## src/design/mcw_pkg.sv

```systemverilog
// types, codes and constants shared by the multi-channel watchdog
`timescale 1ns / 1ps
package mcw_pkg;

    localparam int CHANNELS_DEF   = 16;
    localparam int OP_W           = 2;
    localparam int TIMEOUT_W      = 16;
    localparam int CHAN_W         = 4;
    localparam int STATUS_W       = 2;
    localparam int PERIOD_W       = 16;
    localparam int NOW_W          = 32;
    localparam int CMD_FIFO_DEPTH = 4;

    localparam logic [PERIOD_W-1:0] CHECK_PERIOD_RST = 16'd10;

    localparam logic [OP_W-1:0] OP_TICK  = 2'd0;
    localparam logic [OP_W-1:0] OP_OPEN  = 2'd1;
    localparam logic [OP_W-1:0] OP_KICK  = 2'd2;
    localparam logic [OP_W-1:0] OP_CLOSE = 2'd3;

    localparam logic [STATUS_W-1:0] STAT_OK          = 2'd0;
    localparam logic [STATUS_W-1:0] STAT_BAD_TIMEOUT = 2'd1;
    localparam logic [STATUS_W-1:0] STAT_NO_FREE     = 2'd2;
    localparam logic [STATUS_W-1:0] STAT_BAD_CHANNEL = 2'd3;

    typedef enum logic [2:0] {
        CMD_TICK,
        CMD_SCAN,
        CMD_OPEN,
        CMD_KICK,
        CMD_CLOSE,
        CMD_BAD_TMO,
        CMD_BAD_CHAN
    } cmd_kind_t;

    typedef struct packed {
        cmd_kind_t              kind;
        logic [TIMEOUT_W-1:0]   timeout;
        logic [CHAN_W-1:0]      chan;
        logic [NOW_W-1:0]       now;
    } cmd_t;

    typedef struct packed {
        logic [STATUS_W-1:0]    status;
        logic [CHAN_W-1:0]      opened_channel;
        logic                   heartbeat;
        logic                   any_expired;
    } res_t;

    typedef enum logic [2:0] {
        BK_IDLE,
        BK_SCAN,
        BK_SCAN_LAST,
        BK_OPEN,
        BK_KICK
    } back_state_t;

endpackage

```

## src/design/mcw_item_if.sv

```systemverilog
// input word channel of the watchdog
`timescale 1ns / 1ps
interface mcw_item_if;
    import mcw_pkg::*;

    logic                 valid;
    logic                 ready;
    logic [OP_W-1:0]      op;
    logic [TIMEOUT_W-1:0] timeout_ticks;
    logic [CHAN_W-1:0]    channel;

    modport source (output valid, output op, output timeout_ticks, output channel,
                    input ready);
    modport sink   (input valid, input op, input timeout_ticks, input channel,
                    output ready);
endinterface

```

## src/design/mcw_result_if.sv

```systemverilog
// result word channel of the watchdog
`timescale 1ns / 1ps
interface mcw_result_if;
    import mcw_pkg::*;

    logic                valid;
    logic                ready;
    logic [STATUS_W-1:0] status;
    logic [CHAN_W-1:0]   opened_channel;
    logic                heartbeat;
    logic                any_expired;

    modport source (output valid, output status, output opened_channel,
                    output heartbeat, output any_expired, input ready);
    modport sink   (input valid, input status, input opened_channel,
                    input heartbeat, input any_expired, output ready);
endinterface

```

## src/design/mcw_ram.sv

```systemverilog
// generic single-write, single-read ram with registered read
`timescale 1ns / 1ps
module mcw_ram #(
    parameter int WIDTH = 32,
    parameter int DEPTH = 16
) (
    input  logic                                      clk,
    input  logic                                      we,
    input  logic [((DEPTH > 1) ? $clog2(DEPTH) : 1)-1:0] waddr,
    input  logic [WIDTH-1:0]                          wdata,
    input  logic                                      re,
    input  logic [((DEPTH > 1) ? $clog2(DEPTH) : 1)-1:0] raddr,
    output logic [WIDTH-1:0]                          rdata
);
    logic [WIDTH-1:0] mem_reg [DEPTH];
    logic [WIDTH-1:0] rdata_reg;

    always_ff @(posedge clk)
    begin
        if (we)
        begin
            mem_reg[waddr] <= wdata;
        end
        if (re)
        begin
            rdata_reg <= mem_reg[raddr];
        end
    end

    assign rdata = rdata_reg;
endmodule

```

## src/design/mcw_front.sv

```systemverilog
// front end: time base, scan phase, period register and command classification
`timescale 1ns / 1ps
module mcw_front #(
    parameter int CHANNELS = mcw_pkg::CHANNELS_DEF
) (
    input  logic                           clk,
    input  logic                           rst_n,
    input  logic                           in_valid,
    output logic                           in_ready,
    input  logic [mcw_pkg::OP_W-1:0]       op,
    input  logic [mcw_pkg::TIMEOUT_W-1:0]  timeout_ticks,
    input  logic [mcw_pkg::CHAN_W-1:0]     channel,
    input  logic                           cfg_we,
    input  logic [mcw_pkg::PERIOD_W-1:0]   cfg_wdata,
    output logic                           cmd_valid,
    input  logic                           cmd_ready,
    output mcw_pkg::cmd_t                  cmd
);
    import mcw_pkg::*;

    logic [NOW_W-1:0]    now_reg, now_next;
    logic [PERIOD_W-1:0] phase_reg, phase_next;
    logic [PERIOD_W-1:0] period_reg, period_next;
    logic [PERIOD_W-1:0] period_eff;
    logic [PERIOD_W:0]   phase_inc;
    logic                scan_hit;
    logic                chan_ok;
    logic                accept;

    assign in_ready  = cmd_ready;
    assign cmd_valid = in_valid;
    assign accept    = in_valid && cmd_ready;

    // a zero period behaves as one
    assign period_eff = (period_reg == '0) ? PERIOD_W'(1) : period_reg;
    assign phase_inc  = {1'b0, phase_reg} + (PERIOD_W + 1)'(1);
    assign scan_hit   = (phase_inc >= {1'b0, period_eff});
    assign chan_ok    = (32'(channel) < 32'(CHANNELS));

    always_comb
    begin
        cmd.timeout = timeout_ticks;
        cmd.chan    = channel;
        cmd.now     = now_reg;
        cmd.kind    = CMD_TICK;
        case (op)
            OP_TICK:
            begin
                cmd.now  = now_reg + NOW_W'(1);
                cmd.kind = scan_hit ? CMD_SCAN : CMD_TICK;
            end
            OP_OPEN:  cmd.kind = (timeout_ticks == '0) ? CMD_BAD_TMO : CMD_OPEN;
            OP_KICK:  cmd.kind = chan_ok ? CMD_KICK : CMD_BAD_CHAN;
            OP_CLOSE: cmd.kind = chan_ok ? CMD_CLOSE : CMD_BAD_CHAN;
            default:  cmd.kind = CMD_TICK;
        endcase
    end

    always_comb
    begin
        now_next    = now_reg;
        phase_next  = phase_reg;
        period_next = cfg_we ? cfg_wdata : period_reg;
        if (accept && (op == OP_TICK))
        begin
            now_next   = now_reg + NOW_W'(1);
            phase_next = scan_hit ? '0 : phase_inc[PERIOD_W-1:0];
        end
    end

    always_ff @(posedge clk or negedge rst_n)
    begin
        if (!rst_n)
        begin
            now_reg    <= '0;
            phase_reg  <= '0;
            period_reg <= CHECK_PERIOD_RST;
        end
        else
        begin
            now_reg    <= now_next;
            phase_reg  <= phase_next;
            period_reg <= period_next;
        end
    end
endmodule

```

## src/design/mcw_cmd_fifo.sv

```systemverilog
// short command queue between front and back
`timescale 1ns / 1ps
module mcw_cmd_fifo #(
    parameter int DEPTH = mcw_pkg::CMD_FIFO_DEPTH
) (
    input  logic          clk,
    input  logic          rst_n,
    input  logic          wr_valid,
    output logic          wr_ready,
    input  mcw_pkg::cmd_t wr_cmd,
    output logic          rd_valid,
    input  logic          rd_ready,
    output mcw_pkg::cmd_t rd_cmd
);
    import mcw_pkg::*;

    localparam int PTR_W = (DEPTH > 1) ? $clog2(DEPTH) : 1;
    localparam int CNT_W = $clog2(DEPTH + 1);

    cmd_t              mem_reg [DEPTH];
    logic [PTR_W-1:0]  wr_ptr_reg, wr_ptr_next;
    logic [PTR_W-1:0]  rd_ptr_reg, rd_ptr_next;
    logic [CNT_W-1:0]  count_reg, count_next;
    logic              push, pop;

    assign wr_ready = (count_reg != CNT_W'(DEPTH));
    assign rd_valid = (count_reg != '0);
    assign rd_cmd   = mem_reg[rd_ptr_reg];
    assign push     = wr_valid && wr_ready;
    assign pop      = rd_valid && rd_ready;

    always_comb
    begin
        wr_ptr_next = wr_ptr_reg;
        rd_ptr_next = rd_ptr_reg;
        count_next  = count_reg;
        if (push)
        begin
            wr_ptr_next = (wr_ptr_reg == PTR_W'(DEPTH - 1)) ? '0 : wr_ptr_reg + PTR_W'(1);
        end
        if (pop)
        begin
            rd_ptr_next = (rd_ptr_reg == PTR_W'(DEPTH - 1)) ? '0 : rd_ptr_reg + PTR_W'(1);
        end
        case ({push, pop})
            2'b10:   count_next = count_reg + CNT_W'(1);
            2'b01:   count_next = count_reg - CNT_W'(1);
            default: count_next = count_reg;
        endcase
    end

    always_ff @(posedge clk)
    begin
        if (push)
        begin
            mem_reg[wr_ptr_reg] <= wr_cmd;
        end
    end

    always_ff @(posedge clk or negedge rst_n)
    begin
        if (!rst_n)
        begin
            wr_ptr_reg <= '0;
            rd_ptr_reg <= '0;
            count_reg  <= '0;
        end
        else
        begin
            wr_ptr_reg <= wr_ptr_next;
            rd_ptr_reg <= rd_ptr_next;
            count_reg  <= count_next;
        end
    end
endmodule

```

## src/design/mcw_back.sv

```systemverilog
// back end: channel table, scan and open walks, result register
`timescale 1ns / 1ps
module mcw_back #(
    parameter int CHANNELS = mcw_pkg::CHANNELS_DEF
) (
    input  logic          clk,
    input  logic          rst_n,
    input  logic          cmd_valid,
    output logic          cmd_ready,
    input  mcw_pkg::cmd_t cmd,
    output logic          res_valid,
    input  logic          res_ready,
    output mcw_pkg::res_t res
);
    import mcw_pkg::*;

    localparam int CH_W = (CHANNELS > 1) ? $clog2(CHANNELS) : 1;
    localparam logic [CH_W-1:0] LAST_IDX = CH_W'(CHANNELS - 1);

    back_state_t         state_reg, state_next;
    logic [CH_W-1:0]     idx_reg, idx_next;
    cmd_t                cur_reg, cur_next;
    logic [CHANNELS-1:0] active_reg, active_next;
    logic                pend_reg, pend_next;
    logic                exp_reg, exp_next;
    logic                res_valid_reg, res_valid_next;
    res_t                res_reg, res_next;

    logic                 take;
    logic [CH_W-1:0]      cmd_idx;
    logic [CH_W-1:0]      cur_idx;
    logic [NOW_W-1:0]     diff;
    logic                 hit;
    logic                 exp_all;

    logic                 dl_we, dl_re;
    logic [CH_W-1:0]      dl_waddr, dl_raddr;
    logic [NOW_W-1:0]     dl_wdata, dl_rdata;
    logic                 tm_we;
    logic [TIMEOUT_W-1:0] tm_rdata;

    mcw_ram #(.WIDTH(NOW_W), .DEPTH(CHANNELS)) u_deadline_ram (
        .clk   (clk),
        .we    (dl_we),
        .waddr (dl_waddr),
        .wdata (dl_wdata),
        .re    (dl_re),
        .raddr (dl_raddr),
        .rdata (dl_rdata)
    );

    mcw_ram #(.WIDTH(TIMEOUT_W), .DEPTH(CHANNELS)) u_timeout_ram (
        .clk   (clk),
        .we    (tm_we),
        .waddr (idx_reg),
        .wdata (cur_reg.timeout),
        .re    (take),
        .raddr (cmd_idx),
        .rdata (tm_rdata)
    );

    assign cmd_idx = CH_W'(cmd.chan);
    assign cur_idx = CH_W'(cur_reg.chan);

    // signed wrap-safe now minus deadline greater than zero
    assign diff    = cur_reg.now - dl_rdata;
    assign hit     = pend_reg && (diff != '0) && !diff[NOW_W-1];
    assign exp_all = exp_reg | hit;

    assign res_valid = res_valid_reg;
    assign res       = res_reg;

    // next state
    always_comb
    begin
        state_next = state_reg;
        case (state_reg)
            BK_IDLE:
            begin
                if (take)
                begin
                    case (cmd.kind)
                        CMD_SCAN: state_next = BK_SCAN;
                        CMD_OPEN: state_next = BK_OPEN;
                        CMD_KICK: state_next = active_reg[cmd_idx] ? BK_KICK : BK_IDLE;
                        default:  state_next = BK_IDLE;
                    endcase
                end
            end
            BK_SCAN:      state_next = (idx_reg == LAST_IDX) ? BK_SCAN_LAST : BK_SCAN;
            BK_SCAN_LAST: state_next = BK_IDLE;
            BK_OPEN:
            begin
                if (!active_reg[idx_reg] || (idx_reg == LAST_IDX))
                begin
                    state_next = BK_IDLE;
                end
            end
            BK_KICK:      state_next = BK_IDLE;
            default:      state_next = BK_IDLE;
        endcase
    end

    // datapath and outputs
    always_comb
    begin
        cmd_ready      = (state_reg == BK_IDLE) && (!res_valid_reg || res_ready);
        take           = cmd_valid && cmd_ready;
        idx_next       = idx_reg;
        cur_next       = cur_reg;
        active_next    = active_reg;
        pend_next      = 1'b0;
        exp_next       = exp_reg;
        res_valid_next = res_valid_reg && !res_ready;
        res_next       = res_reg;
        dl_we          = 1'b0;
        dl_re          = 1'b0;
        dl_waddr       = idx_reg;
        dl_raddr       = idx_reg;
        dl_wdata       = cur_reg.now + NOW_W'(cur_reg.timeout);
        tm_we          = 1'b0;
        case (state_reg)
            BK_IDLE:
            begin
                if (take)
                begin
                    cur_next = cmd;
                    idx_next = '0;
                    exp_next = 1'b0;
                    res_next = '0;
                    case (cmd.kind)
                        CMD_TICK:    res_valid_next = 1'b1;
                        CMD_BAD_TMO:
                        begin
                            res_valid_next = 1'b1;
                            res_next.status = STAT_BAD_TIMEOUT;
                        end
                        CMD_BAD_CHAN:
                        begin
                            res_valid_next = 1'b1;
                            res_next.status = STAT_BAD_CHANNEL;
                        end
                        CMD_KICK:
                        begin
                            if (!active_reg[cmd_idx])
                            begin
                                res_valid_next = 1'b1;
                                res_next.status = STAT_BAD_CHANNEL;
                            end
                        end
                        CMD_CLOSE:
                        begin
                            res_valid_next = 1'b1;
                            if (active_reg[cmd_idx])
                            begin
                                active_next[cmd_idx] = 1'b0;
                            end
                            else
                            begin
                                res_next.status = STAT_BAD_CHANNEL;
                            end
                        end
                        default:     res_valid_next = 1'b0;
                    endcase
                end
            end
            BK_SCAN:
            begin
                dl_re     = 1'b1;
                pend_next = active_reg[idx_reg];
                exp_next  = exp_all;
                if (idx_reg != LAST_IDX)
                begin
                    idx_next = idx_reg + CH_W'(1);
                end
            end
            BK_SCAN_LAST:
            begin
                res_valid_next       = 1'b1;
                res_next             = '0;
                res_next.heartbeat   = !exp_all;
                res_next.any_expired = exp_all;
            end
            BK_OPEN:
            begin
                if (!active_reg[idx_reg])
                begin
                    dl_we                   = 1'b1;
                    tm_we                   = 1'b1;
                    active_next[idx_reg]    = 1'b1;
                    res_valid_next          = 1'b1;
                    res_next                = '0;
                    res_next.opened_channel = CHAN_W'(idx_reg);
                end
                else if (idx_reg == LAST_IDX)
                begin
                    res_valid_next  = 1'b1;
                    res_next        = '0;
                    res_next.status = STAT_NO_FREE;
                end
                else
                begin
                    idx_next = idx_reg + CH_W'(1);
                end
            end
            BK_KICK:
            begin
                dl_we          = 1'b1;
                dl_waddr       = cur_idx;
                dl_wdata       = cur_reg.now + NOW_W'(tm_rdata);
                res_valid_next = 1'b1;
                res_next       = '0;
            end
            default:
            begin
                res_valid_next = res_valid_reg && !res_ready;
            end
        endcase
    end

    always_ff @(posedge clk)
    begin
        cur_reg <= cur_next;
        res_reg <= res_next;
        idx_reg <= idx_next;
    end

    always_ff @(posedge clk or negedge rst_n)
    begin
        if (!rst_n)
        begin
            state_reg     <= BK_IDLE;
            active_reg    <= '0;
            pend_reg      <= 1'b0;
            exp_reg       <= 1'b0;
            res_valid_reg <= 1'b0;
        end
        else
        begin
            state_reg     <= state_next;
            active_reg    <= active_next;
            pend_reg      <= pend_next;
            exp_reg       <= exp_next;
            res_valid_reg <= res_valid_next;
        end
    end
endmodule

```

## src/design/multi_channel_watchdog_top.sv

```systemverilog
// Multi-channel watchdog: a front end keeps the tick counter, the scan phase and the
// check_period register and turns each input word into a command; a four-entry queue
// passes commands to a back-end sequencer that owns the channel table (active bits in
// flops, deadlines and timeouts in two small rams) and one output register. Ticks that
// do not scan, close, and rejected words finish in the fetch state; kick reads the
// timeout ram, then writes the deadline; open walks the channels from the first until
// a free one or the last; a scan reads the deadline of each channel in turn and then
// does a final compare. No clearing pass is needed after reset; the next input word is
// taken into the queue while a result waits to be read, as long as the queue has room.
`timescale 1ns / 1ps
module multi_channel_watchdog_top #(
    parameter int CHANNELS = mcw_pkg::CHANNELS_DEF
) (
    input  logic                          clk,
    input  logic                          rst_n,
    mcw_item_if.sink                      item,
    mcw_result_if.source                  result,
    input  logic                          check_period_we,
    input  logic [mcw_pkg::PERIOD_W-1:0]  check_period_wdata
);
    import mcw_pkg::*;

    logic cf_valid, cf_ready;
    cmd_t cf_cmd;
    logic fb_valid, fb_ready;
    cmd_t fb_cmd;
    res_t res;

    mcw_front #(.CHANNELS(CHANNELS)) u_front (
        .clk           (clk),
        .rst_n         (rst_n),
        .in_valid      (item.valid),
        .in_ready      (item.ready),
        .op            (item.op),
        .timeout_ticks (item.timeout_ticks),
        .channel       (item.channel),
        .cfg_we        (check_period_we),
        .cfg_wdata     (check_period_wdata),
        .cmd_valid     (cf_valid),
        .cmd_ready     (cf_ready),
        .cmd           (cf_cmd)
    );

    mcw_cmd_fifo #(.DEPTH(CMD_FIFO_DEPTH)) u_cmd_fifo (
        .clk      (clk),
        .rst_n    (rst_n),
        .wr_valid (cf_valid),
        .wr_ready (cf_ready),
        .wr_cmd   (cf_cmd),
        .rd_valid (fb_valid),
        .rd_ready (fb_ready),
        .rd_cmd   (fb_cmd)
    );

    mcw_back #(.CHANNELS(CHANNELS)) u_back (
        .clk       (clk),
        .rst_n     (rst_n),
        .cmd_valid (fb_valid),
        .cmd_ready (fb_ready),
        .cmd       (fb_cmd),
        .res_valid (result.valid),
        .res_ready (result.ready),
        .res       (res)
    );

    assign result.status         = res.status;
    assign result.opened_channel = res.opened_channel;
    assign result.heartbeat      = res.heartbeat;
    assign result.any_expired    = res.any_expired;
endmodule

```

## src/flat_wrapper.sv

```systemverilog
// flat-port wrapper written by rule: the top's interface ports become plain ports
module multi_channel_watchdog_top_flat import mcw_pkg::*;
#(
    parameter int CHANNELS = mcw_pkg::CHANNELS_DEF
)
  (clk, rst_n, check_period_we, check_period_wdata, item_valid, item_op, item_timeout_ticks, item_channel, item_ready, result_valid, result_status, result_opened_channel, result_heartbeat, result_any_expired, result_ready);
  mcw_item_if item_i ();
  mcw_result_if result_i ();
  input  logic clk;
  input  logic rst_n;
  input  logic check_period_we;
  input  logic [mcw_pkg::PERIOD_W-1:0] check_period_wdata;
  input wire logic [$bits(item_i.valid)-1:0] item_valid;
  input wire logic [$bits(item_i.op)-1:0] item_op;
  input wire logic [$bits(item_i.timeout_ticks)-1:0] item_timeout_ticks;
  input wire logic [$bits(item_i.channel)-1:0] item_channel;
  output wire logic [$bits(item_i.ready)-1:0] item_ready;
  output wire logic [$bits(result_i.valid)-1:0] result_valid;
  output wire logic [$bits(result_i.status)-1:0] result_status;
  output wire logic [$bits(result_i.opened_channel)-1:0] result_opened_channel;
  output wire logic [$bits(result_i.heartbeat)-1:0] result_heartbeat;
  output wire logic [$bits(result_i.any_expired)-1:0] result_any_expired;
  input wire logic [$bits(result_i.ready)-1:0] result_ready;
  assign item_i.valid = item_valid;
  assign item_i.op = item_op;
  assign item_i.timeout_ticks = item_timeout_ticks;
  assign item_i.channel = item_channel;
  assign item_ready = item_i.ready;
  assign result_valid = result_i.valid;
  assign result_status = result_i.status;
  assign result_opened_channel = result_i.opened_channel;
  assign result_heartbeat = result_i.heartbeat;
  assign result_any_expired = result_i.any_expired;
  assign result_i.ready = result_ready;
  multi_channel_watchdog_top #(.CHANNELS(CHANNELS)) u_core (.clk(clk), .rst_n(rst_n), .item(item_i), .result(result_i), .check_period_we(check_period_we), .check_period_wdata(check_period_wdata));
endmodule
```

## config.mk

```make
export PLATFORM = sky130hd
export DESIGN_NAME = multi_channel_watchdog_top_flat
export DESIGN_NICKNAME = d
export VERILOG_FILES = /design/src/design/mcw_pkg.sv /design/src/design/mcw_item_if.sv /design/src/design/mcw_result_if.sv /design/src/design/mcw_ram.sv /design/src/design/mcw_front.sv /design/src/design/mcw_cmd_fifo.sv /design/src/design/mcw_back.sv /design/src/design/multi_channel_watchdog_top.sv /design/src/flat_wrapper.sv
export SDC_FILE = /design/constraint.sdc
export NUM_CORES = 1
export LEC_CHECK = 0
export BUFFER_PORTS_ARGS = -buffer_cell sky130_fd_sc_hd__buf_2
export CORE_ASPECT_RATIO = 0.5
export CORE_MARGIN = 3
export CORE_UTILIZATION = 57
export DETAILED_ROUTE_END_ITERATION = 12
export PLACE_DENSITY = 0.82
export SYNTH_ARGS = -nofsm -noshare
export SYNTH_HDL_FRONTEND = slang
export SYNTH_SLANG_ARGS = --single-unit
```

## constraint.sdc

```tcl
create_clock -name clk -period 4.3 [get_ports clk]
set_input_delay 0.645 -clock clk [delete_from_list [all_inputs] [get_ports clk]]
set_output_delay 0.645 -clock clk [all_outputs]
set_load 0.01 [all_outputs]
```

==> metrics.cfg <==
[clock_tree]
clk_pin_slew_worst_paths_ns=0.07
clockBufferDepth=3
cts.root.buffer_cell=sky130_fd_sc_hd__clkbuf_16
cts_sinks=1193
cts_hold_buf=0
numCtsBuffers=101
tritoncts_clock_tree=done
post_cts.repair.setup_buffers=0
worst_skew_late_latency_ns=0.69
ctsResizeCount=0
cts_max_level=3

[placement]
portBuffers=52
pre_cts_ws_ns=0.06639
gp_routability_congestion=0.9210
detailed_place_hpwl_um=68140

[route]
dr_total_vias=27170
routed_wirelength_um=121000
ant_nets=0
drtIter0Drc=3948
drt_first_pass_iters=6
drt_drc_violations_left=0
wl_per_cell_um=29.72
average_via_count_per_standard_cell=6.671

[timing]
worst_pin_slew_ns=1.313
min_period_over_period=0.9488
final-max-slew-violation-count=0
timing.clock.skew_ns=0.03595
timing.final.crit_period_ns=4.080
hold_viol=0
maxSlewHeadroom=0.1181
tns_ns=0
maximum_frequency_from_static_timing_analysis_mhz=245.1
report.final.setup_viol=0
final.setup.worst_slack_ns=0.2201

[logic_synthesis]
ys_types=80
cell_area_after_synthesis_um2=49350
avgSynthCellArea_um2=18.37
synth_async_reset_ratio=0.07795
synth.yosys.warnings=0
synth_seq_area_share=0.7166
synth_ff_type=sky130_fd_sc_hd__edfxtp_1
synth_seq_cells=1193
mappedNetlistNets=2808
synth-edff-count=1100
post_synth_inst_count=2687

[cells_and_area]
final_cell_mix=sky130_fd_sc_hd__edfxtp_1 (1100), sky130_fd_sc_hd__mux4_2 (304), sky130_fd_sc_hd__nand2_1 (168)
finish.net_count=2949
flow.area_growth_from_synthesis_pct=12.20
layout.core_utilization=0.6527
largest_reg_flops=512
mostFrequentLayoutCell=sky130_fd_sc_hd__edfxtp_1
layout_cells_sized_above_1=0.2385

[hold_path]
hold_path.class=in2async

[power]
pwr_density_cell_nw_per_um2=792.6
power.leakage_nw=18.59
combPwrFrac=0.361
cell_internal_pwr_mw=28.61
swShare=0.3480
power.sequential.fraction=0.420
power.net_switching_mw=15.27
clkPwrFrac=0.219
vdd_drop_max_v=0.0007457

[worst_setup_path]
cp.required_ns=4.71
worst_ep_arrival_time_ns=4.49
critical_path_peak_fanout=3
type_of_element_capturing_the_critical_path=flip-flop
r2r_cells=13
crit_type=reg2reg
worst_setup_path_start_kind=flip-flop

[die]
io_pins=53
die_width_um=422.1
num_rows=75
floorplan.initialDensity=0.5817
design.die.area_um2=90360
die_height_um=214.1
floorplan.core_area_um2=84830

[grt]
first_global_vias=27360
gr-usage-all-layers=0.2697
grt_pass1_wl_um=181000
grt_start_max_net_pins=133
grt_overflow_total=0
antenna_violations_before_repair=5

[run_status]
run_status=complete, no violations

[job]
cap_viol_max_count=0

-- through the flow --
stage,hold WS [ns],instances,power (mW),cell area [um^2]
6_report,0.05940,4072,43.89,55370
5_1_grt,0.1003,4070,45.62,55360
4_1_cts,0.06665,4069,43.60,55240
3_5_place_dp,0.4830,3880,33.83,51780
3_3_place_gp,0.4758,3880,33.31,51780
2_1_floorplan,0.3494,2687,28.36,49350
-- path summary, 6_finish.rpt --
check	start	endpoint	slack, ns
worst max-delay path	u_core.u_back.cur_reg[0]	u_core.u_back.res[0]	0.22
worst min-delay path	rst_n	u_core.u_front.now_reg[31]	0.06
worst max register to register	u_core.u_back.cur_reg[0]	u_core.u_back.res[0]	0.22
worst min register to register	u_core.u_front.now_reg[31]	u_core.u_front.now_reg[31]	0.49
max in group asynchronous	rst_n	u_core.u_front.period_reg[3]	3.20
min in group clk	check_period_wdata[14]	u_core.u_front.period_reg[14]	0.19
-- power groups by stage --
stage | sequential, mW | combinational [mW] | clock [mW]
floorplan | 18.0 | 10.3 | 0
global placement | 18.5 | 14.8 | 0
detailed placement | 18.6 | 15.3 | 0
CTS | 18.4 | 15.5 | 9.69
finish | 18.4 | 15.8 | 9.61
global route | 18.5 | 17.0 | 10.1
-- cell usage after synthesis, drive strengths merged, types with 4 or more instances --
library cell  instances  share of area
a21oi                76         0.0078
buf                  45         0.0037
o22ai                 7        0.00089
a31oi                15         0.0019
nor3                 36         0.0037
edfxtp             1100           0.67
and2                  9         0.0011
o21ai                56         0.0057
clkbuf               71         0.0054
mux4                305           0.14
nand4                34         0.0043
or2                   9         0.0011
inv                  80         0.0061
a22o                 10         0.0018
mux2                  5         0.0011
o21a                 17         0.0026
nand2b               14         0.0018
a211oi                9         0.0014
nand2               168          0.013
or3                   7        0.00089
xnor2                76          0.013
mux2i                 5         0.0010
a41oi                 4        0.00071
and3                 32         0.0041
nor4                 15         0.0020
nand3                41         0.0042
ha                   75          0.019
o2111ai               4        0.00071
nor2                124         0.0094
a21o                 17         0.0026
dfrtp                91          0.046
nor4b                 4        0.00096
o211ai                4        0.00071
xor2                 42         0.0075
o21bai                6        0.00091
nor2b                14         0.0018
-- worst max-delay path, stage by stage, from the launching register on --
cell and delay (ns):
sky130_fd_sc_hd__edfxtp_1 0.37, sky130_fd_sc_hd__inv_1 0.05, sky130_fd_sc_hd__ha_1 0.21, sky130_fd_sc_hd__fa_1 0.42, sky130_fd_sc_hd__xnor2_1 0.15, sky130_fd_sc_hd__a2111oi_0 0.64
sky130_fd_sc_hd__o2111ai_1 0.21, sky130_fd_sc_hd__a2111oi_0 0.46, sky130_fd_sc_hd__nor4b_1 0.31, sky130_fd_sc_hd__nand4_1 0.15, sky130_fd_sc_hd__nor4_1 0.30, sky130_fd_sc_hd__nand4_1 0.27
sky130_fd_sc_hd__nand2_1 0.21, sky130_fd_sc_hd__nor3_1 0.06
-- metal layers --
layer | global-route usage | wire [um] | part of all wire | vias to the layer above
li1 | - | - | - | 11070
met1 | 0.3761 | 45380 | 0.38 | 13940
met2 | 0.4295 | 58770 | 0.49 | 1828
met3 | 0.05547 | 12200 | 0.10 | 327
met4 | 0.09817 | 4635 | 0.038 | 4
met5 | 0 | 24 | 0.00020 | -
-- cell type report --
class	instances	area (um^2)
antenna	3	7.507
clock buffer	114	2640
clock inverter	75	819.5
fill	5311	29460
inverter	80	300.3
multi-input combinational	1298	13550
sequential	1193	35370
tap	1155	1445
timing repair buffer	154	1241
-- logic make-up after synthesis --
kind of cell	Yosys count	synth area share
xor gates and xnor gates	118	0.02094
AOI/OAI and AO/OA	266	0.03509
muxes	315	0.1414
buffers and inverters	196	0.01516
DFF	1193	0.7166
and+or+nand+nor	521	0.05066
adders and majority gates	78	0.02023
No activity file was read; power rests on OpenSTA's default activity.
